File: src/adsr_pkg.sv
`timescale 1ns / 1ps
// ----------------------------------------------------------------------------
// adsr_pkg
// shared types and constants for the linear adsr envelope generator
// ----------------------------------------------------------------------------
package adsr_pkg;

    localparam int LEVEL_FRAC_BITS = 30;
    localparam int LEVEL_W         = LEVEL_FRAC_BITS + 1;
    localparam int DUR_W           = 24;
    localparam int SUS_W           = 31;
    localparam int PHASE_W         = 3;
    localparam int CNT_W           = $clog2(LEVEL_W);
    localparam int CFG_IDX_W       = 2;
    localparam int CFG_DATA_W      = 31;
    localparam int IN_TDATA_W      = 8;
    localparam int OUT_TDATA_W     = ((LEVEL_W + PHASE_W + 7) / 8) * 8;

    localparam logic [LEVEL_W-1:0] FULL_SCALE = LEVEL_W'(1) << LEVEL_FRAC_BITS;

    localparam logic [DUR_W-1:0] ATTACK_RESET  = DUR_W'(480);
    localparam logic [DUR_W-1:0] DECAY_RESET   = DUR_W'(4800);
    localparam logic [DUR_W-1:0] RELEASE_RESET = DUR_W'(4800);
    localparam logic [SUS_W-1:0] SUSTAIN_RESET = SUS_W'(536870912);

    typedef enum logic [CFG_IDX_W-1:0] {
        CFG_ATTACK  = 2'd0,
        CFG_DECAY   = 2'd1,
        CFG_RELEASE = 2'd2,
        CFG_SUSTAIN = 2'd3
    } cfg_index_t;

    typedef enum logic [PHASE_W-1:0] {
        PH_OFF     = 3'd0,
        PH_ATTACK  = 3'd1,
        PH_DECAY   = 3'd2,
        PH_SUSTAIN = 3'd3,
        PH_RELEASE = 3'd4
    } phase_t;

    typedef enum logic [1:0] {
        DK_NONE    = 2'd0,
        DK_ATTACK  = 2'd1,
        DK_RELEASE = 2'd2,
        DK_DECAY   = 2'd3
    } div_kind_t;

    typedef enum logic [1:0] {
        ST_IDLE = 2'd0,
        ST_DIV  = 2'd1,
        ST_ADV  = 2'd2
    } ctrl_state_t;

endpackage

File: src/adsr_envelope_generator_unit.sv
`timescale 1ns / 1ps
// ----------------------------------------------------------------------------
// adsr_envelope_generator_unit
// linear adsr envelope, one level and phase result per sample tick
// ----------------------------------------------------------------------------
//
//  channel   dir  handshake               payload
//  s_axis    in   tvalid / tready         tdata: note_on, gate
//  m_axis    out  tvalid / tready         tdata: level, phase
//  cfg       in   cfg_we (no wait)        cfg_index, cfg_data
//
//  a tick that needs a step runs the divider before the level advances:
//  one bit-serial restoring divider resolves one quotient bit per cycle over the
//  31 bit level numerator, then the advance state updates the level
//  a tick that needs no step (gate high in off, sustain or attack, or release
//  already running) skips the divider and goes straight to the advance state
//  s_axis_tready is high only while the control fsm is idle; the result sits
//  in an output register, so a stalled m_axis holds the next tick in the
//  advance cycle until the register frees up
//  rst_n clears envelope state and loads the register defaults at once
//
module adsr_envelope_generator_unit (
    input  logic                               clk,
    input  logic                               rst_n,
    input  logic                               s_axis_tvalid,
    output logic                               s_axis_tready,
    input  logic [adsr_pkg::IN_TDATA_W-1:0]    s_axis_tdata,  // [0] note_on, [1] gate
    output logic                               m_axis_tvalid,
    input  logic                               m_axis_tready,
    output logic [adsr_pkg::OUT_TDATA_W-1:0]   m_axis_tdata,  // [30:0] level, [33:31] phase
    input  logic                               cfg_we,
    input  logic [adsr_pkg::CFG_IDX_W-1:0]     cfg_index,
    input  logic [adsr_pkg::CFG_DATA_W-1:0]    cfg_data
);
    import adsr_pkg::*;

    // configuration registers
    logic [DUR_W-1:0]   attack_samples_reg;
    logic [DUR_W-1:0]   decay_samples_reg;
    logic [DUR_W-1:0]   release_samples_reg;
    logic [SUS_W-1:0]   sustain_level_reg;

    // envelope state
    logic [LEVEL_W-1:0] env_level_reg,    env_level_next;
    phase_t             env_phase_reg,    env_phase_next;
    logic [LEVEL_W-1:0] attack_step_reg,  attack_step_next;
    logic [LEVEL_W-1:0] release_step_reg, release_step_next;

    // control and divider
    ctrl_state_t        state_reg,    state_next;
    div_kind_t          kind_reg,     kind_next;
    phase_t             mid_phase_reg, mid_phase_next;
    logic [CNT_W-1:0]   cnt_reg,      cnt_next;
    logic [LEVEL_W-1:0] num_reg,      num_next;   // numerator in, quotient out
    logic [DUR_W-1:0]   rem_reg,      rem_next;
    logic [DUR_W-1:0]   den_reg,      den_next;
    logic               nz_reg,       nz_next;

    // output register
    logic               out_valid_reg, out_valid_next;
    logic [LEVEL_W-1:0] out_level_reg, out_level_next;
    phase_t             out_phase_reg, out_phase_next;

    // combinational helpers
    logic               in_note;
    logic               in_gate;
    logic               in_accept;
    phase_t             ph_after_note;
    logic [LEVEL_W-1:0] sus_sat;
    logic [DUR_W:0]     rem_shift;
    logic               rem_ge;
    logic [DUR_W:0]     rem_sub;
    logic [LEVEL_W-1:0] step;
    logic [LEVEL_W-1:0] att_eff;
    logic [LEVEL_W-1:0] rel_eff;
    logic [LEVEL_W:0]   att_sum;
    logic [LEVEL_W:0]   dec_floor;
    logic               out_free;

    assign in_note   = s_axis_tdata[0];
    assign in_gate   = s_axis_tdata[1];
    assign in_accept = s_axis_tvalid && s_axis_tready;

    // sustain above full scale saturates
    assign sus_sat = (sustain_level_reg > SUS_W'(FULL_SCALE)) ? FULL_SCALE
                                                             : LEVEL_W'(sustain_level_reg);

    assign ph_after_note = in_note ? PH_ATTACK : env_phase_reg;

    // one restoring division step per cycle
    assign rem_shift = {rem_reg, num_reg[LEVEL_W-1]};
    assign rem_ge    = rem_shift >= {1'b0, den_reg};
    assign rem_sub   = rem_shift - {1'b0, den_reg};

    // a zero quotient of a nonzero numerator becomes one lsb
    assign step = (num_reg == '0 && nz_reg) ? LEVEL_W'(1) : num_reg;

    assign att_eff   = (kind_reg == DK_ATTACK)  ? step : attack_step_reg;
    assign rel_eff   = (kind_reg == DK_RELEASE) ? step : release_step_reg;
    assign att_sum   = {1'b0, env_level_reg} + {1'b0, att_eff};
    assign dec_floor = {1'b0, sus_sat} + {1'b0, step};

    assign out_free = !out_valid_reg || m_axis_tready;

    assign s_axis_tready = (state_reg == ST_IDLE);
    assign m_axis_tvalid = out_valid_reg;
    assign m_axis_tdata  = {(OUT_TDATA_W - LEVEL_W - PHASE_W)'(0), out_phase_reg, out_level_reg};

    // configuration writes, no read-back
    always_ff @(posedge clk or negedge rst_n)
    begin
        if (!rst_n)
        begin
            attack_samples_reg  <= ATTACK_RESET;
            decay_samples_reg   <= DECAY_RESET;
            release_samples_reg <= RELEASE_RESET;
            sustain_level_reg   <= SUSTAIN_RESET;
        end
        else if (cfg_we)
        begin
            case (cfg_index_t'(cfg_index))
                CFG_ATTACK:  attack_samples_reg  <= cfg_data[DUR_W-1:0];
                CFG_DECAY:   decay_samples_reg   <= cfg_data[DUR_W-1:0];
                CFG_RELEASE: release_samples_reg <= cfg_data[DUR_W-1:0];
                CFG_SUSTAIN: sustain_level_reg   <= cfg_data[SUS_W-1:0];
                default:     ;
            endcase
        end
    end

    // next state and datapath
    always_comb
    begin
        state_next        = state_reg;
        kind_next         = kind_reg;
        mid_phase_next    = mid_phase_reg;
        cnt_next          = cnt_reg;
        num_next          = num_reg;
        rem_next          = rem_reg;
        den_next          = den_reg;
        nz_next           = nz_reg;
        env_level_next    = env_level_reg;
        env_phase_next    = env_phase_reg;
        attack_step_next  = attack_step_reg;
        release_step_next = release_step_reg;
        out_valid_next    = out_valid_reg;
        out_level_next    = out_level_reg;
        out_phase_next    = out_phase_reg;

        if (out_valid_reg && m_axis_tready)
        begin
            out_valid_next = 1'b0;
        end

        case (state_reg)
            ST_IDLE:
            begin
                if (in_accept)
                begin
                    cnt_next = CNT_W'(LEVEL_W - 1);
                    rem_next = '0;
                    // gate low wins over a note-on in the same tick
                    if (!in_gate && ph_after_note != PH_RELEASE)
                    begin
                        mid_phase_next = PH_RELEASE;
                        kind_next      = DK_RELEASE;
                        num_next       = env_level_reg;
                        den_next       = release_samples_reg;
                    end
                    else if (in_note)
                    begin
                        mid_phase_next = PH_ATTACK;
                        kind_next      = DK_ATTACK;
                        num_next       = FULL_SCALE - env_level_reg;
                        den_next       = attack_samples_reg;
                    end
                    else if (ph_after_note == PH_DECAY)
                    begin
                        mid_phase_next = PH_DECAY;
                        kind_next      = DK_DECAY;
                        num_next       = FULL_SCALE - sus_sat;
                        den_next       = decay_samples_reg;
                    end
                    else
                    begin
                        mid_phase_next = ph_after_note;
                        kind_next      = DK_NONE;
                    end
                    // zero duration counts as one sample
                    if (den_next == '0)
                    begin
                        den_next = DUR_W'(1);
                    end
                    nz_next    = (num_next != '0);
                    state_next = (kind_next == DK_NONE) ? ST_ADV : ST_DIV;
                end
            end
            ST_DIV:
            begin
                rem_next = rem_ge ? rem_sub[DUR_W-1:0] : rem_shift[DUR_W-1:0];
                num_next = {num_reg[LEVEL_W-2:0], rem_ge};
                cnt_next = cnt_reg - CNT_W'(1);
                if (cnt_reg == '0)
                begin
                    state_next = ST_ADV;
                end
            end
            ST_ADV:
            begin
                if (out_free)
                begin
                    if (kind_reg == DK_ATTACK)
                    begin
                        attack_step_next = step;
                    end
                    if (kind_reg == DK_RELEASE)
                    begin
                        release_step_next = step;
                    end
                    case (mid_phase_reg)
                        PH_ATTACK:
                        begin
                            if (att_sum >= {1'b0, FULL_SCALE})
                            begin
                                env_level_next = FULL_SCALE;
                                env_phase_next = PH_DECAY;
                            end
                            else
                            begin
                                env_level_next = att_sum[LEVEL_W-1:0];
                                env_phase_next = PH_ATTACK;
                            end
                        end
                        PH_DECAY:
                        begin
                            if ({1'b0, env_level_reg} <= dec_floor)
                            begin
                                env_level_next = sus_sat;
                                env_phase_next = PH_SUSTAIN;
                            end
                            else
                            begin
                                env_level_next = env_level_reg - step;
                                env_phase_next = PH_DECAY;
                            end
                        end
                        PH_SUSTAIN:
                        begin
                            env_level_next = sus_sat;
                            env_phase_next = PH_SUSTAIN;
                        end
                        PH_RELEASE:
                        begin
                            if (env_level_reg <= rel_eff)
                            begin
                                env_level_next = '0;
                                env_phase_next = PH_OFF;
                            end
                            else
                            begin
                                env_level_next = env_level_reg - rel_eff;
                                env_phase_next = PH_RELEASE;
                            end
                        end
                        default:
                        begin
                            env_level_next = '0;
                            env_phase_next = PH_OFF;
                        end
                    endcase
                    out_valid_next = 1'b1;
                    out_level_next = env_level_next;
                    out_phase_next = env_phase_next;
                    state_next     = ST_IDLE;
                end
            end
            default:
            begin
                state_next = ST_IDLE;
            end
        endcase
    end

    // control state register
    always_ff @(posedge clk or negedge rst_n)
    begin
        if (!rst_n)
        begin
            state_reg        <= ST_IDLE;
            kind_reg         <= DK_NONE;
            mid_phase_reg    <= PH_OFF;
            cnt_reg          <= '0;
            env_level_reg    <= '0;
            env_phase_reg    <= PH_OFF;
            attack_step_reg  <= '0;
            release_step_reg <= '0;
            out_valid_reg    <= 1'b0;
        end
        else
        begin
            state_reg        <= state_next;
            kind_reg         <= kind_next;
            mid_phase_reg    <= mid_phase_next;
            cnt_reg          <= cnt_next;
            env_level_reg    <= env_level_next;
            env_phase_reg    <= env_phase_next;
            attack_step_reg  <= attack_step_next;
            release_step_reg <= release_step_next;
            out_valid_reg    <= out_valid_next;
        end
    end

    // divider and result payload
    always_ff @(posedge clk)
    begin
        num_reg       <= num_next;
        rem_reg       <= rem_next;
        den_reg       <= den_next;
        nz_reg        <= nz_next;
        out_level_reg <= out_level_next;
        out_phase_reg <= out_phase_next;
    end

    // checks
    a_level_range: assert property (@(posedge clk) disable iff (!rst_n)
        env_level_reg <= FULL_SCALE)
        else $error("envelope level above full scale");

    a_off_is_zero: assert property (@(posedge clk) disable iff (!rst_n)
        env_phase_reg == PH_OFF |-> env_level_reg == '0)
        else $error("envelope off with nonzero level");

    a_accept_leaves_idle: assert property (@(posedge clk) disable iff (!rst_n)
        in_accept |=> state_reg != ST_IDLE)
        else $error("tick accepted but control stayed idle");

    a_rem_below_den: assert property (@(posedge clk) disable iff (!rst_n)
        state_reg == ST_DIV |-> rem_reg < den_reg)
        else $error("divider remainder not below divisor");

    a_result_on_commit: assert property (@(posedge clk) disable iff (!rst_n)
        (state_reg == ST_ADV && out_free) |=> out_valid_reg && state_reg == ST_IDLE)
        else $error("advance did not post a result");

endmodule
File: config.mk
export PLATFORM = sky130hd
export DESIGN_NAME = adsr_envelope_generator_unit
export DESIGN_NICKNAME = d
export VERILOG_FILES = /design/src/adsr_pkg.sv /design/src/adsr_envelope_generator_unit.sv
export SDC_FILE = /design/constraint.sdc
export NUM_CORES = 1
export LEC_CHECK = 0
export BUFFER_PORTS_ARGS = -buffer_cell sky130_fd_sc_hd__buf_2
export CORE_MARGIN = 2
export CORE_UTILIZATION = 30
export DETAILED_ROUTE_END_ITERATION = 7
export PLACE_DENSITY_LB_ADDON = 0.05
export SYNTH_ARGS = -nofsm -noshare
export SYNTH_HDL_FRONTEND = slang
export SYNTH_SLANG_ARGS = --single-unit
File: constraint.sdc
create_clock -name clk -period 7.3 [get_ports clk]
set_input_delay 0.73 -clock clk [delete_from_list [all_inputs] [get_ports clk]]
set_output_delay 0.73 -clock clk [all_outputs]
set_load 0.005 [all_outputs]
==> results of run 1 <==
-- synth_stat cells (all sizes together) (11+ instances only) --
master,instances
nand2,351
a21oi,262
nor2,252
o21ai,206
dfrtp,199
ha,182
mux2,137
clkbuf,133
edfxtp,114
inv,107
xnor2,85
xor2,57
a21o,54
nor3,54
nand3,39
nand4,33
a31oi,31
o211ai,31
nand2b,30
nor2b,30
nor4,30
and2,28
a211oi,27
mux2i,25
buf,23
o21a,23
and3,22
a22oi,17
a32oi,16
or3,16
o21bai,14
dfstp,13
o31ai,13
nand3b,12
or2,12
a221o,11
a221oi,11
-- final cells by class --
class / instances / area (µm²)
clock buffer: 60 / 1254
clock inverter: 22 / 201.4
inverter: 108 / 407.9
fill: 8455 / 53040
multi-input combinational: 2268 / 15230
timing repair buffer: 266 / 1882
antenna: 2 / 5.005
tap: 1070 / 1339
sequential: 326 / 8745
-- per-layer routing --
metal	wire [µm]	track usage, %	up-vias
li1	-	-	10753
met1	43600	29.77	10922
met2	44630	37.11	600
met3	3946	2.040	145
met4	3877	8.335	0
met5	0	0	-
-- worst max path at each step --
stage	startpoint	end	slack (ns)	cells after the start
2_1_floorplan	sustain_level_reg[2]	out_level_reg[23]	0.53	31
3_3_place_gp	sustain_level_reg[25]	env_level_reg[17]	0.09	29
3_5_place_dp	sustain_level_reg[25]	env_level_reg[17]	0.07	29
4_1_cts	sustain_level_reg[25]	env_level_reg[17]	0.05	29
5_1_grt	sustain_level_reg[14]	env_level_reg[15]	0.003	34
6_report	sustain_level_reg[25]	env_level_reg[15]	0.37	33
-- through the flow --
| stage | util (%) | instances |
|---|---|---|
| 6_report | 35.40 | 4122 |
| 5_1_grt | 35.39 | 4120 |
| 2_1_floorplan | - | 2858 |
| 4_1_cts | 35.36 | 4120 |
| 3_5_place_dp | 33.59 | 4038 |
| 3_3_place_gp | 33.59 | 4038 |
-- report_power, final --
part,switching (mW),internal (mW),total (mW)
clock network,0.890,1.31,2.20
registers,0.556,2.73,3.29
logic,5.86,3.86,9.72
-- worst register-to-register path, delay by kind of cell (launching register included) --
family	cells	cell delay (ns)
DFF	1	0.37
muxes	1	0.30
and+or+nand+nor	14	2.60
AOI/OAI and AO/OA	9	1.99
adders and majority gates	2	0.53
xor gates and xnor gates	1	0.10
buffers and inverters	6	0.92
-- kinds of logic (layout without fill, tap and decap cells) --
| kind of cell | Yosys count | in the layout |
|---|---|---|
| XOR/XNOR | 142 | 142 |
| buffers and inverters | 264 | 456 |
| multiplexers | 162 | 162 |
| AND/OR/NAND/NOR | 941 | 941 |
| flip-flops | 326 | 326 |
| adder cells (fa/ha/maj) | 187 | 187 |
| AO/OA/AOI/OAI | 830 | 830 |
| other | 1 | 8 |
==> flow_summary.yaml, run 1 <==
yosys:
  yosysTopAreaCell: "dfrtp_1"
  yosys.area_share.simple_pct: 17.94
  synth_top_area_share_pct: 20.02
  ys_seq_area_share_pct: 35.15
  synth.cell_area_um2: 24880
  yosysUniqueCellTypes: 90
  synthFlopType: "dfrtp_1"
  synth_top_family_by_area: "compound AO/OA/AOI/OAI gates"
  synth-xor-area-share_pct: 4.999
  synth_top_cells_by_area: "dfrtp_1 (20%), edfxtp_1 (14%), ha_1 (9.2%)"
  synth_mux_area_share_pct: 7.208
  ys_ff_latch: 326
  syn_inst: 2853
  synth_edf_count: 114
  yosysWarnings: 0
  async_reset_ff_share_pct: 65.03
  syn_area_per_cell_um2: 8.719
  synthAdderAreaFrac_pct: 9.556
  synth_compound_area_share_pct: 21.02
power_and_ir_drop:
  powerDensity_nw_per_um2: 523.2
  ir_drop_mv: 0.1927
  p_leak_nw: 12.72
  power_mw: 15.21
final_layout:
  area_growth_pct: 16.84
  final_nets: 3247
  layout_common_cells: "nand2_1 (349), a21oi_1 (262), nor2_1 (251), o21ai_0 (202), dfrtp_1 (199)"
  final_common_cell: "nand2_1"
  design_area_um2: 29070
  layout-drive-gt1-share_pct: 17.61
cts:
  clkLatencyLatePin_ns: 0.59
  htree_levels: 2
  cts.path.max_buffers: 3
  cts_resized: 0
  cts_tree: "yes"
  numCtsBuffers: 44
  root_buffer: "clkbuf_16"
  path_clk_slew_ns: 0.06
  hold_buffers: 0
  cts_setup_buffers: 0
  clock_sinks: 326
critical_path:
  rr_worst_depth: 33
  rr_startpoint: "sustain_level_reg[25]"
  path_buf_inv: 6
  critPathCaptureType: "flip-flop"
  reg2reg_slack_ns: 0.37
  arrival_ns: 7.40
  start_kind: "flip-flop"
  crit_fanout: 16
  cpMostUsedCell: "buf_4"
  crit_family: "simple AND/OR/NAND/NOR gates"
  slowest_stage: "or3_1"
  required_ns: 7.77
  criticalPathCategory: "flip-flop to flip-flop"
  critical-path-max-stage-delay_ns: 0.43
  reg2reg_to: "env_level_reg[15]"
die:
  die_h_um: 292.0
  rows: 105
  die_w_um: 292.0
  core_area_um2: 82110
  ioPinCount: 88
  initial_core_util_pct: 30.30
  die-area_um2: 85240
sta:
  hold_slack_ns: 0.1644
  setup-violations-final: 0
  fin_skew_ns: 0.02995
  drv_slew: 0
  finalSetupTns_ns: 0
  finalCriticalPeriod_ns: 6.928
  finalWorstSetupSlack_ns: 0.3723
  slew_headroom_pct: 30.83
  tightest_slew_ns: 1.036
  rsz0062_at_grt: "false"
  post-route-period-util_pct: 94.90
  timing.fmax_mhz: 144.3
  hold_viol: 0
run:
  maxCapViolCount: 0
global_routing:
  antenna_found_initial: 1
  grt_start_max_net_pins: 122
  grt_pass1_vias: 22148
  gr-usage-all-layers_pct: 22.22
  grt_pass1_wl_mm: 143.1
  overflow: 0
detailed_routing:
  antenna_left: 0
  wire_per_inst_um: 23.30
  first_pass_iters: 5
  post-route-drc-count: 0
  drtIter0Drc: 1433
  routed_wl_mm: 96.06
  viasPerCell: 5.439
  num_vias: 22420
placed_design:
  pre_cts_slack_ns: 0.06610
  port-buffer-count: 75
  placed_area_um2: 27580
  hpwl_mm: 74.28
  gp_congestion: 0.8883
hold_path:
  hold_class: "input pin to asynchronous set/reset pin"
outcome:
  status: "completed"
No activity file was read; power rests on OpenSTA's default activity.
==> run 2: changes to the inputs <==
--- a/config.mk
+++ b/config.mk
@@ -6,6 +6,8 @@
 export NUM_CORES = 1
 export LEC_CHECK = 0
 export BUFFER_PORTS_ARGS = -buffer_cell sky130_fd_sc_hd__buf_2
+export CELL_PAD_IN_SITES_DETAIL_PLACEMENT = 0
+export CELL_PAD_IN_SITES_GLOBAL_PLACEMENT = 1
 export CORE_MARGIN = 2
 export CORE_UTILIZATION = 30
 export DETAILED_ROUTE_END_ITERATION = 7
==> run 2 against run 1 <==
Worst hold slack better by 0.0025 ns. Via count down 0.20%. Critical path depth down 2. Clock skew up 0.0039 ns. Sequential cell count unchanged. Count of clock-buffer cells in the layout up 6. Clock power up 8%. Register-to-register slack about the same. Global-route usage up 0.63 points. Critical path type unchanged. Critical endpoint is now out_level_reg[23]. Highest routed layer unchanged.
==> flow_summary.yaml, run 2 (synthesis results as in run 1) <==
outcome:
  status: "completed"
sta:
  drv_slew: 0
  rsz0062_at_grt: "false"
  finalSetupTns_ns: 0
  finalCriticalPeriod_ns: 6.936
  post-route-period-util_pct: 95.01
  setup-violations-final: 0
  finalWorstSetupSlack_ns: 0.3642
  tightest_slew_ns: 1.110
  slew_headroom_pct: 25.85
  fin_skew_ns: 0.03384
  timing.fmax_mhz: 144.2
  hold_viol: 0
cts:
  clkLatencyLatePin_ns: 0.59
  clock_sinks: 326
  path_clk_slew_ns: 0.06
  cts_tree: "yes"
  root_buffer: "clkbuf_16"
  numCtsBuffers: 44
  cts.path.max_buffers: 3
  hold_buffers: 0
  htree_levels: 2
detailed_routing:
  first_pass_iters: 5
  antenna_left: 0
  wire_per_inst_um: 23.82
  viasPerCell: 5.435
  drtIter0Drc: 1754
  routed_wl_mm: 98.06
  post-route-drc-count: 0
  num_vias: 22375
final_layout:
  fin_cells: 4117
  finish.utilization_pct: 35.56
  layout-drive-gt1-share_pct: 17.77
  layout_common_cells: "nand2_1 (349), a21oi_1 (261), nor2_1 (251), o21ai_0 (202), dfrtp_1 (199)"
  area_growth_pct: 17.38
  final_nets: 3244
  final_common_cell: "nand2_1"
critical_path:
  cpMostUsedCell: "buf_4"
  critical-path-max-stage-delay_ns: 0.45
  arrival_ns: 7.28
  crit_fanout: 19
  slowest_stage: "o21ai_0"
  critPathCaptureType: "flip-flop"
  start_kind: "flip-flop"
  criticalPathCategory: "flip-flop to flip-flop"
  required_ns: 7.65
global_routing:
  grt_start_max_net_pins: 110
  antenna_found_initial: 4
  grt_pass1_wl_mm: 146.3
  gr-usage-all-layers_pct: 22.86
  overflow: 0
  grt_pass1_vias: 21862
run:
  maxCapViolCount: 0
power_and_ir_drop:
  ir_drop_mv: 0.2715
  power_mw: 15.37
  powerDensity_nw_per_um2: 526.5
  p_leak_nw: 12.79
die:
  ioPinCount: 88
  die-area_um2: 85240
  core_area_um2: 82110
  die_h_um: 292.0
  die_w_um: 292.0
  initial_core_util_pct: 30.30
  rows: 105
placed_design:
  gp_congestion: 0.8977
  hpwl_mm: 75.04
  pre_cts_slack_ns: -0.04652
  dpl.cell_count: 4034
  port-buffer-count: 75
hold_path:
  hold_class: "input pin to asynchronous set/reset pin"
## run 2: changes by cell type in the layout (fill, tap and decap cells not counted), sizes merged
cell      delta
clkbuf       +6
bufinv       +4
clkinvlp     -4
clkinv       -7
inv          -1
buf          -3
## run 2: cell type report
cell class | count | area [µm²]
diodes | 2 | 5.005
clock buffers | 66 | 1316
clock inverters | 14 | 256.5
fillers | 8488 | 52910
inverters | 108 | 407.9
multi-input cells | 2268 | 15270
flip-flops and latches | 326 | 8745
well taps | 1070 | 1339
repair buffers | 263 | 1862
## run 2: worst max-delay path, delay by kind of cell (launching register included)
kind	cells	cell delay, ns
AO/OA/AOI/OAI	10	2.51
flip-flops	1	0.41
AND/OR/NAND/NOR	10	1.57
buffers and inverters	7	1.10
XOR/XNOR	1	0.13
adder cells (fa/ha/maj)	3	0.94
## run 2: final timing paths
path,startpoint,end,slack (ns),cells past startpoint
worst max-delay path,num_reg[22],out_level_reg[23],0.36,31
worst min-delay path,rst_n,decay_samples_reg[21],0.17,1
worst max register to register,num_reg[22],out_level_reg[23],0.36,31
worst min register to register,attack_step_reg[16],attack_step_reg[16],0.47,2
max in group asynchronous,rst_n,env_level_reg[1],5.78,2
min in group clk,cfg_data[28],sustain_level_reg[28],0.40,2
## run 2: report_power, final
group / internal [mW] / total [mW] / switching, mW / leakage, nW
clock: 1.49 / 2.38 / 0.893 / 0.770
sequential: 2.73 / 3.24 / 0.513 / 3.71
combinational: 3.83 / 9.75 / 5.91 / 8.31
total: 8.06 / 15.4 / 7.32 / 12.8
## run 2: repair_timing
item | CTS | global route
endpoints found under the hold margin | 0 | 0
buffers inserted | 0 | 1
setup endpoints to repair | 6 | 64
gates resized for setup | 1 | 12
pin swaps | 0 | 2
## run 2: per-layer routing
metal / part of all wire (%) / up-vias / global-route usage (%)
met5: 0 / - / 0
met4: 1.6 / 0 / 4.048
met3: 4.9 / 85 / 2.725
met2: 46 / 582 / 37.05
met1: 48 / 10943 / 32.87
li1: - / 10765 / -
## run 2: stage by stage
stage | instance area, µm² | hold WS [ns]
6_report | 29200 | 0.1669
5_1_grt | 29190 | 0.2427
4_1_cts | 29130 | 0.2507
3_5_place_dp | 27560 | 0.4616
3_3_place_gp | 27560 | 0.4580
2_1_floorplan | 24900 | 0.4344
